### config.mk
export PLATFORM = sky130hd
export DESIGN_NAME = adaptive_window_rms_core_flat
export DESIGN_NICKNAME = d
export VERILOG_FILES = /design/src/hdl/awr_pkg.sv /design/src/hdl/awr_in_if.sv /design/src/hdl/awr_out_if.sv /design/src/hdl/awr_dp.sv /design/src/hdl/awr_ctrl.sv /design/src/hdl/adaptive_window_rms_core.sv /design/src/flat_wrapper.sv
export SDC_FILE = /design/constraint.sdc
export NUM_CORES = 1
export LEC_CHECK = 0
export BUFFER_PORTS_ARGS = -buffer_cell sky130_fd_sc_hd__buf_2
export CAP_MARGIN = 20
export CORE_MARGIN = 1
export CORE_UTILIZATION = 40
export CTS_CLUSTER_DIAMETER = 200
export DETAILED_ROUTE_END_ITERATION = 10
export GPL_ROUTABILITY_DRIVEN = 1
export PLACE_DENSITY = 0.68
export SLEW_MARGIN = 30
export SYNTH_ARGS = -nofsm -noshare
export SYNTH_HDL_FRONTEND = slang
export SYNTH_SLANG_ARGS = --single-unit
export TNS_END_PERCENT = 50
### constraint.sdc
create_clock -name clk -period 6.4 [get_ports clk]
set_input_delay 1.28 -clock clk [delete_from_list [all_inputs] [get_ports clk]]
set_output_delay 1.28 -clock clk [all_outputs]
set_load 0.01 [all_outputs]
### src/hdl/awr_pkg.sv
`timescale 1ns / 1ps
// -----------------------------------------------------------------------------
// awr_pkg
// Shared widths, defaults and controller/datapath handshake types for the
// adaptive window RMS core.
// -----------------------------------------------------------------------------
package awr_pkg;

  localparam int SAMPLE_W = 16;             // signed input sample
  localparam int FREQ_W   = 10;             // line frequency in Hz
  localparam int RMS_W    = 16;             // result width
  localparam int MAG_W    = SAMPLE_W + 1;   // magnitude holds 32768
  localparam int SQ_W     = 2 * MAG_W;      // square of the magnitude
  localparam int SUM_W    = 39;             // running sum of squares
  localparam int RAD_W    = SUM_W + 1;      // radicand padded to whole digit pairs
  localparam int ROOT_W   = RAD_W / 2;      // root bits, one per digit pair
  localparam int CNT_W    = $clog2(SUM_W);  // iteration counter, longest run SUM_W

  localparam int DEF_SAMPLE_RATE = 10000;
  localparam int DEF_MAX_WINDOW  = 256;

  // commands from the controller to the datapath
  typedef struct packed {
    logic take;         // capture sample magnitude and frequency
    logic check;        // compare frequency, clear on change, form the square
    logic wdiv_start;   // start SAMPLE_RATE / freq division
    logic win_load;     // clamp quotient into the window length
    logic acc;          // add square, bump count, flag a full window
    logic sdiv_start;   // start sum / window division
    logic div_step;     // one restoring divider iteration
    logic sqrt_start;   // load radicand from the quotient
    logic sqrt_step;    // one square root digit
    logic rms_load;     // keep the new RMS, clear running values
    logic out_load;     // fill the output register
  } awr_cmd_t;

  // status from the datapath to the controller
  typedef struct packed {
    logic freq_change;
    logic freq_zero;
    logic step_last;
    logic win_full;
  } awr_sts_t;

endpackage

### src/hdl/awr_in_if.sv
`timescale 1ns / 1ps
// -----------------------------------------------------------------------------
// awr_in_if
// Sample channel: valid/ready handshake with one sample and its frequency.
// -----------------------------------------------------------------------------
interface awr_in_if;
  import awr_pkg::*;

  logic                       valid;
  logic                       ready;
  logic signed [SAMPLE_W-1:0] sample;
  logic        [FREQ_W-1:0]   freq_hz;

  modport source (output valid, output sample, output freq_hz, input ready);
  modport sink   (input valid, input sample, input freq_hz, output ready);

endinterface

### src/hdl/awr_out_if.sv
`timescale 1ns / 1ps
// -----------------------------------------------------------------------------
// awr_out_if
// Result channel: valid/ready handshake with the RMS value and window flag.
// -----------------------------------------------------------------------------
interface awr_out_if;
  import awr_pkg::*;

  logic             valid;
  logic             ready;
  logic [RMS_W-1:0] rms_value;
  logic             window_done;

  modport source (output valid, output rms_value, output window_done, input ready);
  modport sink   (input valid, input rms_value, input window_done, output ready);

endinterface

### src/hdl/awr_dp.sv
`timescale 1ns / 1ps
// -----------------------------------------------------------------------------
// awr_dp
// Datapath: running state, squarer, shared restoring divider, digit-by-digit
// square root and the output register.
// -----------------------------------------------------------------------------
module awr_dp #(
  parameter int SAMPLE_RATE = awr_pkg::DEF_SAMPLE_RATE,
  parameter int MAX_WINDOW  = awr_pkg::DEF_MAX_WINDOW
) (
  input  logic                               clk,
  input  logic                               rst,
  input  awr_pkg::awr_cmd_t                  cmd,
  output awr_pkg::awr_sts_t                  sts,
  input  logic signed [awr_pkg::SAMPLE_W-1:0] sample,
  input  logic        [awr_pkg::FREQ_W-1:0]   freq_hz,
  output logic        [awr_pkg::RMS_W-1:0]    rms_value,
  output logic                               window_done
);
  import awr_pkg::*;

  localparam int WIN_W = $clog2(MAX_WINDOW + 1);
  localparam int NUM_W = $clog2(SAMPLE_RATE + (1 << (FREQ_W - 1)));

  // captured item and square
  logic [FREQ_W-1:0] f_reg;
  logic [MAG_W-1:0]  mag;
  logic [SQ_W-1:0]   product;

  // running state
  logic [FREQ_W-1:0] last_freq;
  logic [SUM_W-1:0]  sum;
  logic [WIN_W-1:0]  count;
  logic [WIN_W-1:0]  window;
  logic              win_full;
  logic [RMS_W-1:0]  held_rms;

  // shared divider
  logic [SUM_W-1:0]  div_num;
  logic [FREQ_W-1:0] div_rem;
  logic [FREQ_W-1:0] div_den;

  // square root
  logic [RAD_W-1:0]  rad;
  logic [ROOT_W+1:0] sq_rem;
  logic [ROOT_W-1:0] root;

  logic [CNT_W-1:0]  step_cnt;

  // combinational helpers
  logic [MAG_W-1:0]  ext;
  logic [MAG_W-1:0]  abs_val;
  logic [FREQ_W:0]   div_trial;
  logic              div_fit;
  logic [FREQ_W:0]   div_diff;
  logic [FREQ_W-1:0] div_rem_next;
  logic [NUM_W-1:0]  num_win;
  logic [NUM_W-1:0]  quot;
  logic [WIN_W-1:0]  win_q;
  logic [WIN_W-1:0]  count_inc;
  logic [ROOT_W+1:0] sq_cat;
  logic [ROOT_W+1:0] sq_trial;
  logic              sq_fit;

  always_comb begin
    ext     = {sample[SAMPLE_W-1], sample};
    abs_val = ext[MAG_W-1] ? (~ext + 1'b1) : ext;

    div_trial    = {div_rem, div_num[SUM_W-1]};
    div_fit      = div_trial >= {1'b0, div_den};
    div_diff     = div_trial - {1'b0, div_den};
    div_rem_next = div_fit ? div_diff[FREQ_W-1:0] : div_trial[FREQ_W-1:0];

    num_win = NUM_W'(SAMPLE_RATE) + NUM_W'(f_reg >> 1);
    quot    = div_num[NUM_W-1:0];
    if (quot >= NUM_W'(MAX_WINDOW)) begin
      win_q = WIN_W'(MAX_WINDOW);
    end else if (quot == '0) begin
      win_q = WIN_W'(1);
    end else begin
      win_q = quot[WIN_W-1:0];
    end

    count_inc = count + 1'b1;

    sq_cat   = {sq_rem[ROOT_W-1:0], rad[RAD_W-1 -: 2]};
    sq_trial = {root, 2'b01};
    sq_fit   = sq_cat >= sq_trial;
  end

  always_ff @(posedge clk) begin
    if (rst) begin
      last_freq <= '0;
      sum       <= '0;
      count     <= '0;
      window    <= WIN_W'(MAX_WINDOW);
      held_rms  <= '0;
    end else begin
      if (cmd.check && sts.freq_change) begin
        last_freq <= f_reg;
        sum       <= '0;
        count     <= '0;
        if (sts.freq_zero) begin
          window <= WIN_W'(MAX_WINDOW);
        end
      end
      if (cmd.win_load) begin
        window <= win_q;
      end
      if (cmd.acc) begin
        sum   <= sum + SUM_W'(product);
        count <= count_inc;
      end
      if (cmd.rms_load) begin
        held_rms <= root[RMS_W-1:0];
        sum      <= '0;
        count    <= '0;
      end
    end
  end

  always_ff @(posedge clk) begin
    if (cmd.take) begin
      f_reg <= freq_hz;
      mag   <= abs_val;
    end
    if (cmd.check) begin
      product <= mag * mag;
    end
    if (cmd.acc) begin
      win_full <= count_inc >= window;
    end

    // shared divider: quotient bits enter at the bottom of div_num
    if (cmd.wdiv_start) begin
      div_num  <= {num_win, {(SUM_W - NUM_W){1'b0}}};
      div_den  <= f_reg;
      div_rem  <= '0;
      step_cnt <= CNT_W'(NUM_W - 1);
    end else if (cmd.sdiv_start) begin
      div_num  <= sum;
      div_den  <= FREQ_W'(window);
      div_rem  <= '0;
      step_cnt <= CNT_W'(SUM_W - 1);
    end else if (cmd.sqrt_start) begin
      step_cnt <= CNT_W'(ROOT_W - 1);
    end else if (cmd.div_step || cmd.sqrt_step) begin
      step_cnt <= step_cnt - 1'b1;
    end

    if (cmd.div_step) begin
      div_rem <= div_rem_next;
      div_num <= {div_num[SUM_W-2:0], div_fit};
    end

    if (cmd.sqrt_start) begin
      rad    <= RAD_W'(div_num);
      sq_rem <= '0;
      root   <= '0;
    end else if (cmd.sqrt_step) begin
      rad    <= {rad[RAD_W-3:0], 2'b00};
      sq_rem <= sq_fit ? (sq_cat - sq_trial) : sq_cat;
      root   <= {root[ROOT_W-2:0], sq_fit};
    end

    if (cmd.out_load) begin
      rms_value   <= held_rms;
      window_done <= win_full;
    end
  end

  assign sts.freq_change = f_reg != last_freq;
  assign sts.freq_zero   = f_reg == '0;
  assign sts.step_last   = step_cnt == '0;
  assign sts.win_full    = win_full;

endmodule

### src/hdl/awr_ctrl.sv
`timescale 1ns / 1ps
// -----------------------------------------------------------------------------
// awr_ctrl
// Controller: sequences one item through the datapath and owns the
// channel handshakes.
// -----------------------------------------------------------------------------
module awr_ctrl (
  input  logic              clk,
  input  logic              rst,
  output awr_pkg::awr_cmd_t cmd,
  input  awr_pkg::awr_sts_t sts,
  input  logic              in_valid,
  output logic              in_ready,
  output logic              out_valid,
  input  logic              out_ready
);
  import awr_pkg::*;

  localparam logic [3:0] S_IDLE  = 4'd0;
  localparam logic [3:0] S_CHECK = 4'd1;
  localparam logic [3:0] S_WDIV  = 4'd2;
  localparam logic [3:0] S_WIN   = 4'd3;
  localparam logic [3:0] S_ACC   = 4'd4;
  localparam logic [3:0] S_TEST  = 4'd5;
  localparam logic [3:0] S_SDIV  = 4'd6;
  localparam logic [3:0] S_SQLD  = 4'd7;
  localparam logic [3:0] S_SQRT  = 4'd8;
  localparam logic [3:0] S_DONE  = 4'd9;
  localparam logic [3:0] S_OUT   = 4'd10;

  logic [3:0] state;
  logic [3:0] state_next;
  logic       slot_free;

  assign slot_free = !out_valid || out_ready;

  always_comb begin
    cmd        = '0;
    state_next = state;
    in_ready   = 1'b0;
    case (state)
      S_IDLE: begin
        in_ready = 1'b1;
        if (in_valid) begin
          cmd.take   = 1'b1;
          state_next = S_CHECK;
        end
      end
      S_CHECK: begin
        cmd.check = 1'b1;
        if (sts.freq_change && !sts.freq_zero) begin
          cmd.wdiv_start = 1'b1;
          state_next     = S_WDIV;
        end else begin
          state_next = S_ACC;
        end
      end
      S_WDIV: begin
        cmd.div_step = 1'b1;
        if (sts.step_last) begin
          state_next = S_WIN;
        end
      end
      S_WIN: begin
        cmd.win_load = 1'b1;
        state_next   = S_ACC;
      end
      S_ACC: begin
        cmd.acc    = 1'b1;
        state_next = S_TEST;
      end
      S_TEST: begin
        if (sts.win_full) begin
          cmd.sdiv_start = 1'b1;
          state_next     = S_SDIV;
        end else begin
          state_next = S_OUT;
        end
      end
      S_SDIV: begin
        cmd.div_step = 1'b1;
        if (sts.step_last) begin
          state_next = S_SQLD;
        end
      end
      S_SQLD: begin
        cmd.sqrt_start = 1'b1;
        state_next     = S_SQRT;
      end
      S_SQRT: begin
        cmd.sqrt_step = 1'b1;
        if (sts.step_last) begin
          state_next = S_DONE;
        end
      end
      S_DONE: begin
        cmd.rms_load = 1'b1;
        state_next   = S_OUT;
      end
      S_OUT: begin
        // hold until the previous result has gone
        if (slot_free) begin
          cmd.out_load = 1'b1;
          state_next   = S_IDLE;
        end
      end
      default: begin
        state_next = S_IDLE;
      end
    endcase
  end

  always_ff @(posedge clk) begin
    if (rst) begin
      state     <= S_IDLE;
      out_valid <= 1'b0;
    end else begin
      state <= state_next;
      if (cmd.out_load) begin
        out_valid <= 1'b1;
      end else if (out_ready) begin
        out_valid <= 1'b0;
      end
    end
  end

endmodule

### src/hdl/adaptive_window_rms_core.sv
`timescale 1ns / 1ps
// -----------------------------------------------------------------------------
// adaptive_window_rms_core
// RMS over one line period of a signed sample stream; window set from the
// measured frequency.
// -----------------------------------------------------------------------------
// Usage:
//   in_ch carries one signed sample and the line frequency in Hz per transfer.
//   out_ch returns one result per input: the latest window RMS and a flag that
//   is high when this sample closed a window.
//   One item is worked on at a time; in_ch.ready is high only while idle.
//   Steps per item, from input transfer to output valid: capture, frequency
//   check, accumulate, window test and output load; when the frequency
//   changes to a nonzero value, the bit-serial SAMPLE_RATE / freq division
//   and the window load come after the check; when the window closes, the
//   39-step sum / window division, the 20-digit square root and the RMS load
//   follow the window test, the root with its own registers and the divider's step counter.
//   The next input can be taken in the cycle after the result is loaded.
//   A result waits in the output register; the next item is accepted meanwhile
//   and is held at its last step until out_ch.ready takes the earlier one.
//   Synchronous reset clears the running sum, count, last frequency and RMS,
//   sets the window to MAX_WINDOW and empties the output register.
// -----------------------------------------------------------------------------
module adaptive_window_rms_core #(
  parameter int SAMPLE_RATE = awr_pkg::DEF_SAMPLE_RATE,
  parameter int MAX_WINDOW  = awr_pkg::DEF_MAX_WINDOW
) (
  input logic        clk,
  input logic        rst,
  awr_in_if.sink     in_ch,
  awr_out_if.source  out_ch
);
  import awr_pkg::*;

  awr_cmd_t cmd;
  awr_sts_t sts;

  awr_ctrl u_ctrl (
    .clk       (clk),
    .rst       (rst),
    .cmd       (cmd),
    .sts       (sts),
    .in_valid  (in_ch.valid),
    .in_ready  (in_ch.ready),
    .out_valid (out_ch.valid),
    .out_ready (out_ch.ready)
  );

  awr_dp #(
    .SAMPLE_RATE (SAMPLE_RATE),
    .MAX_WINDOW  (MAX_WINDOW)
  ) u_dp (
    .clk         (clk),
    .rst         (rst),
    .cmd         (cmd),
    .sts         (sts),
    .sample      (in_ch.sample),
    .freq_hz     (in_ch.freq_hz),
    .rms_value   (out_ch.rms_value),
    .window_done (out_ch.window_done)
  );

endmodule

### src/flat_wrapper.sv
// flat-port wrapper written by rule: the top's interface ports become plain ports
module adaptive_window_rms_core_flat import awr_pkg::*;
#(
  parameter int SAMPLE_RATE = awr_pkg::DEF_SAMPLE_RATE,
  parameter int MAX_WINDOW  = awr_pkg::DEF_MAX_WINDOW
)
  (clk, rst, in_ch_valid, in_ch_sample, in_ch_freq_hz, in_ch_ready, out_ch_valid, out_ch_rms_value, out_ch_window_done, out_ch_ready);
  awr_in_if in_ch_i ();
  awr_out_if out_ch_i ();
  input logic clk;
  input logic rst;
  input wire logic [$bits(in_ch_i.valid)-1:0] in_ch_valid;
  input wire logic [$bits(in_ch_i.sample)-1:0] in_ch_sample;
  input wire logic [$bits(in_ch_i.freq_hz)-1:0] in_ch_freq_hz;
  output wire logic [$bits(in_ch_i.ready)-1:0] in_ch_ready;
  output wire logic [$bits(out_ch_i.valid)-1:0] out_ch_valid;
  output wire logic [$bits(out_ch_i.rms_value)-1:0] out_ch_rms_value;
  output wire logic [$bits(out_ch_i.window_done)-1:0] out_ch_window_done;
  input wire logic [$bits(out_ch_i.ready)-1:0] out_ch_ready;
  assign in_ch_i.valid = in_ch_valid;
  assign in_ch_i.sample = in_ch_sample;
  assign in_ch_i.freq_hz = in_ch_freq_hz;
  assign in_ch_ready = in_ch_i.ready;
  assign out_ch_valid = out_ch_i.valid;
  assign out_ch_rms_value = out_ch_i.rms_value;
  assign out_ch_window_done = out_ch_i.window_done;
  assign out_ch_i.ready = out_ch_ready;
  adaptive_window_rms_core #(.SAMPLE_RATE(SAMPLE_RATE), .MAX_WINDOW(MAX_WINDOW)) u_core (.clk(clk), .rst(rst), .in_ch(in_ch_i), .out_ch(out_ch_i));
endmodule
# After elaboration in Yosys (flattened, before gate mapping)

Cells that the tools add are included.

Register bits after elaboration: 312
Input port bits: 30
Output and inout port bits: 19
Logic and storage cells: 126

Add/sub/neg operators: 7
Multiply operators: 1
Magnitude comparators: 4
Equal/unequal tests: 16
Multiplexer cells: 50
Bitwise gates (word level): 1
Reductions and logical operators: 24

Operators by type and width:

| operator                | number |
|---|---|
| $mux W39                | 7 |
| $mux W9                 | 7 |
| $mux W10                | 6 |
| $pmux W4 S11            | 1 |
| $add A39 B34 Y39        | 1 |
| $mul A17 B17 Y34        | 1 |
| $mux W4                 | 6 |
| $ge A22 B22 Y1          | 1 |
| $mux W20                | 1 |
| $sub A20 B20 Y20        | 1 |
| $mux W6                 | 3 |
| $add A17 B1 Y17 const B | 1 |
| $not A17 Y17            | 1 |
| $eq A4 B3 Y1 const B    | 4 |
| $mux W1                 | 16 |
| $mux W15                | 1 |
| $add A14 B9 Y14 const A | 1 |
| $ge A14 B9 Y1 const B   | 1 |
| $logic_not A14 Y1       | 1 |
| $reduce_bool A2 Y1      | 7 |
| $eq A4 B4 Y1 const B    | 3 |
| $ge A11 B10 Y1          | 1 |
| $logic_not A10 Y1       | 1 |
| $ne A10 B10 Y1          | 1 |
| other kinds (19)        | 29 |

# Depth between registers and ports, before layout

Word-level depth: 8
Depth in mapped cells: 24
Gate-level depth less buffers: 23

# By module

A second synthesis with hierarchy kept.

Cell total of the unflattened synthesis: 2474
Area total of the unflattened synthesis: 24134.4 um^2

By module, submodules not included:

| module   | instances | cells each | area each (um^2) | seq. area each (um^2) |
|---|---|---|---|---|
| awr_dp   | 1         | 2424       | 23692.7          | 7887.6 |
| awr_ctrl | 1         | 50         | 441.7            | 100.1 |

# Worst setup path before layout

Ideal clock, no wire load.

Kind: reg2reg
Start: reg u_core.u_dp.mag[14]
End: reg u_core.u_dp.product[32] (data pin)
Setup time: 272 ps
Arrival time: 6081 ps
Data required time: 6128 ps
Setup slack: 48 ps
Stages on the path, launching flop included: 23
Buffers on the path: 3
Period minus slack after synthesis: 6352 ps
Cell sequence: edfxtp_1 -> clkbuf_1 -> clkbuf_1 -> nand2_1 -> fa_1 -> inv_1 -> fa_1 -> fa_1 -> fa_1 -> fa_1 -> inv_1 -> fa_1 -> inv_1 -> ha_1 -> buf_2 -> a21o_1 -> a21o_1 -> a21oi_1 -> nor2_1 -> a211oi_2 -> o21ai_2 -> nor4b_1 -> or4_1

Cells in the longest elaborated chain, start to end: 1

Ends and longest elaborated chain:

| item                   | RTL line      | text |
|---|---|---|
| start, declared        | awr_dp.sv:27  | `logic [MAG_W-1:0] mag;` |
| start signal, assigned | awr_dp.sv:125 | `mag <= abs_val;` |
| $mul A17 B17 Y34       | awr_dp.sv:128 | `product <= mag * mag;` |
| end signal, assigned   | awr_dp.sv:128 |  |
| end, declared          | awr_dp.sv:28  | `logic [SQ_W-1:0] product;` |

No other way between the ends.
A chain may end at the register's enable or synchronous reset.

# Final worst setup path

Start: reg u_core.u_dp.mag[2]
End: reg u_core.u_dp.product[32] (data pin)

The elaborated chain is that of the path after synthesis.

==> metrics.md <==
| Metric | Value |
|---|---|
| Final setup fails | `0` |
| P&R area growth vs syn | `11.2%` |
| Post-synth top area share | `21.8%` |
| Skew final | `0.0272 ns` |
| Rows | `89` |
| Worst skew pair latency | `0.56 ns` |
| Routed WL | `54,500 um` |
| First-iteration detailed-routing DRC count | `1,321` |
| Crit-path slowest cell | `fa_1` |
| Largest registers | `u_core.u_dp.rad (40), u_core.u_dp.div_num (39), u_core.u_dp.sum (39)` |
| Netlist Area Pre-Place | `24,200 um2` |
| Biggest register | `u_core.u_dp.rad` |
| Count of cell types in the netlist | `86` |
| Post-synth EDFFs | `176` |
| Final core occ | `45.3%` |
| Clock root cell | `clkbuf_16` |
| Largest cells by area after synthesis | `edfxtp_1 22%, fa_1 16%, dfxtp_1 11%` |
| Async set-reset flop share out of synthesis | `0%` |
| Fillers | `5,735` |
| Vias post-DR | `18,200` |
| Antenna Nets Post-Route | `0` |
| PortBufs | `48` |
| Crit. End Element | `flip-flop` |
| WL/cell | `15.5 um` |
| Largest net degree at the start of global routing | `60` |
| CTS buffer count | `35` |
| Antenna fix cells | `0` |
| Fmax | `162 MHz` |
| CP most frequent cell | `fa_1` |
| First-pass GRT wire length | `88,000 um` |
| Yosys reg bits | `311` |
| Routability cong. | `0.866` |
| Post-synthesis net count | `3,056` |
| Syn avg cell area | `9.18 um2` |
| Via/cell ratio | `5.19` |
| Min Tclk post-route | `6.18 ns` |
| Endpoints failing hold | `0` |
| Vias in the first global route | `17,600` |
| Slowest stage delay, CP | `0.59 ns` |
| Max-Cap Viols | `0` |
| Slew Viols, Final | `0` |
| Count leader, synth | `nand2_1` |
| CP Max Fanout | `6` |
| Setup CP Type | `flip-flop to flip-flop` |
| Most instantiated cells after synthesis | `441 x nand2_1, 352 x inv_1, 194 x fa_1` |
| Worst-path cell chain | `clkbuf_2 > nand2_1 > fa_1 > inv_1 > fa_1 > fa_1 > fa_1 > fa_1 > inv_1 > fa_1 > inv_1 > ha_1 > and3_1 > a311oi_2 > o21a_1 > o21ai_2 > nor4b_1 > or4_1` |
| Max FFs per register | `40` |
| Overall Global Routing Usage | `17.5%` |
| Hold crit path type | `flip-flop to flip-flop` |
| Worst EP arrival | `6.46 ns` |
| Yosys top cell by area | `edfxtp_1` |
| CTS tree | `done` |
| Initial Util | `40.8%` |
| Hold Crit Start | `u_core.u_dp.held_rms[7]` |
| DP HPWL | `40,700 um` |
| Cells on Worst Hold Path | `0` |
| Core area | `59,500 um2` |
| Reg clk slew, reported paths | `0.06 ns` |
| Post-route DRC violation count | `0` |
| Worst R2R Start | `u_core.u_dp.mag[2]` |
| Worst Reg-to-Reg Cells | `18` |
| Ys Warns | `0` |
| Nets | `3,125` |
| Ys flop type | `edfxtp_1` |
| Die H | `248 um` |
| Clk sink count | `311` |
| Status | `finished, final reports clean` |
| Die Wd | `248 um` |
| Launch point of the worst path | `u_core.u_dp.mag[2]` |
| Register area share after synthesis | `32.9%` |
| Initial antenna violation count | `3` |
| Layout cells sized above 1 | `9.02%` |
| Req. time, crit path | `6.68 ns` |
| H-tree levels | `2` |
| Slew HR | `40.7%` |
| Synthesized instance count | `2,641` |
| Boundary Pins | `49` |
| Fin crit share | `96.6%` |
| Die Footprint | `61,600 um2` |
| Startpoint class of the critical path | `flip-flop` |
| Least-Margin Pin Slew | `0.887 ns` |
| Cts hold-fix bufs | `0` |
| TritonRoute pass-1 iters | `5` |
| Total gr overflow | `0` |
| CTS max path bufs | `3` |
## worst paths after layout
check                             endpoint  slack, ns
hold / removal    u_core.u_dp.rms_value[7]       0.43
setup / recovery   u_core.u_dp.product[32]       0.22
setup reg to reg   u_core.u_dp.product[32]       0.22
hold reg to reg   u_core.u_dp.rms_value[7]       0.43
## timing repair
action / 4_1_cts / 5_1_grt
gates resized for setup: 0 / 18
endpoints found under the setup margin: 0 / 3
buffers inserted: 0 / 36
## critical path, delay by kind of cell (launching register included)
family	cells	cell delay, ns
AO/OA/AOI/OAI	3	0.57
flip-flops	1	0.41
AND/OR/NAND/NOR	4	0.98
buffers and inverters	4	0.36
adder cells (fa/ha/maj)	7	3.59
## cell type report
class	instances	area, um2	area share, %
Tap cell	773	967	3.59
Multi-Input combinational cell	1873	14600	54.1
Sequential cell	311	7990	29.6
Clock buffer	47	982	3.64
Timing Repair Buffer	136	892	3.31
Inverter	353	1330	4.92
Clock inverter	17	204	0.757
## routing by layer
layer	GRT usage, %	vias up	share of wire (%)	wire, um
met4	4.75	0	2.5	1350
met1	24.2	8645	47	25400
met2	28.7	450	45	24800
li1	-	9013	-	-
met3	2.48	97	5.4	2950
met5	0	-	0	0
## per-stage QoR
step                std cells  cell area, um2  hold WS [ns]  setup WS [ns]  TNS [ns]
floorplan                2641           24200         0.408         0.0477         0
global placement         3409           25400         0.413          0.195         0
detailed placement       3409           25400         0.414         0.0917         0
CTS                      3473           26600         0.429         0.0485         0
global route             3510           26900         0.440        -0.0103   -0.0171
finish                   3510           26900         0.430          0.215         0
## cells by family after synthesis
logic type	synth area share [%]
AND/OR/NAND/NOR	15.6
flip-flops	32.9
buffers and inverters	7.17
multiplexers	0.640
other	0.0155
adder cells (fa/ha/maj)	25.9
XOR/XNOR	4.52
AO/OA/AOI/OAI	13.2
## layout by cell type (no fill, tap or decap), types with 36 or more instances in the layout
| master | instances |
|---|---|
| a21o_1 | 36 |
| a21oi_1 | 131 |
| and2_1 | 57 |
| buf_2 | 51 |
| buf_4 | 77 |
| clkbuf_16 | 36 |
| dfxtp_1 | 135 |
| edfxtp_1 | 176 |
| fa_1 | 194 |
| ha_1 | 189 |
| inv_1 | 351 |
| nand2_1 | 438 |
| nand3_1 | 57 |
| nor2_1 | 125 |
| o21ai_0 | 153 |
| xnor2_1 | 82 |
| xor2_1 | 43 |
Power is not shown: default switching activity piles up to over one toggle a cycle in this logic, so the estimate is an artifact.
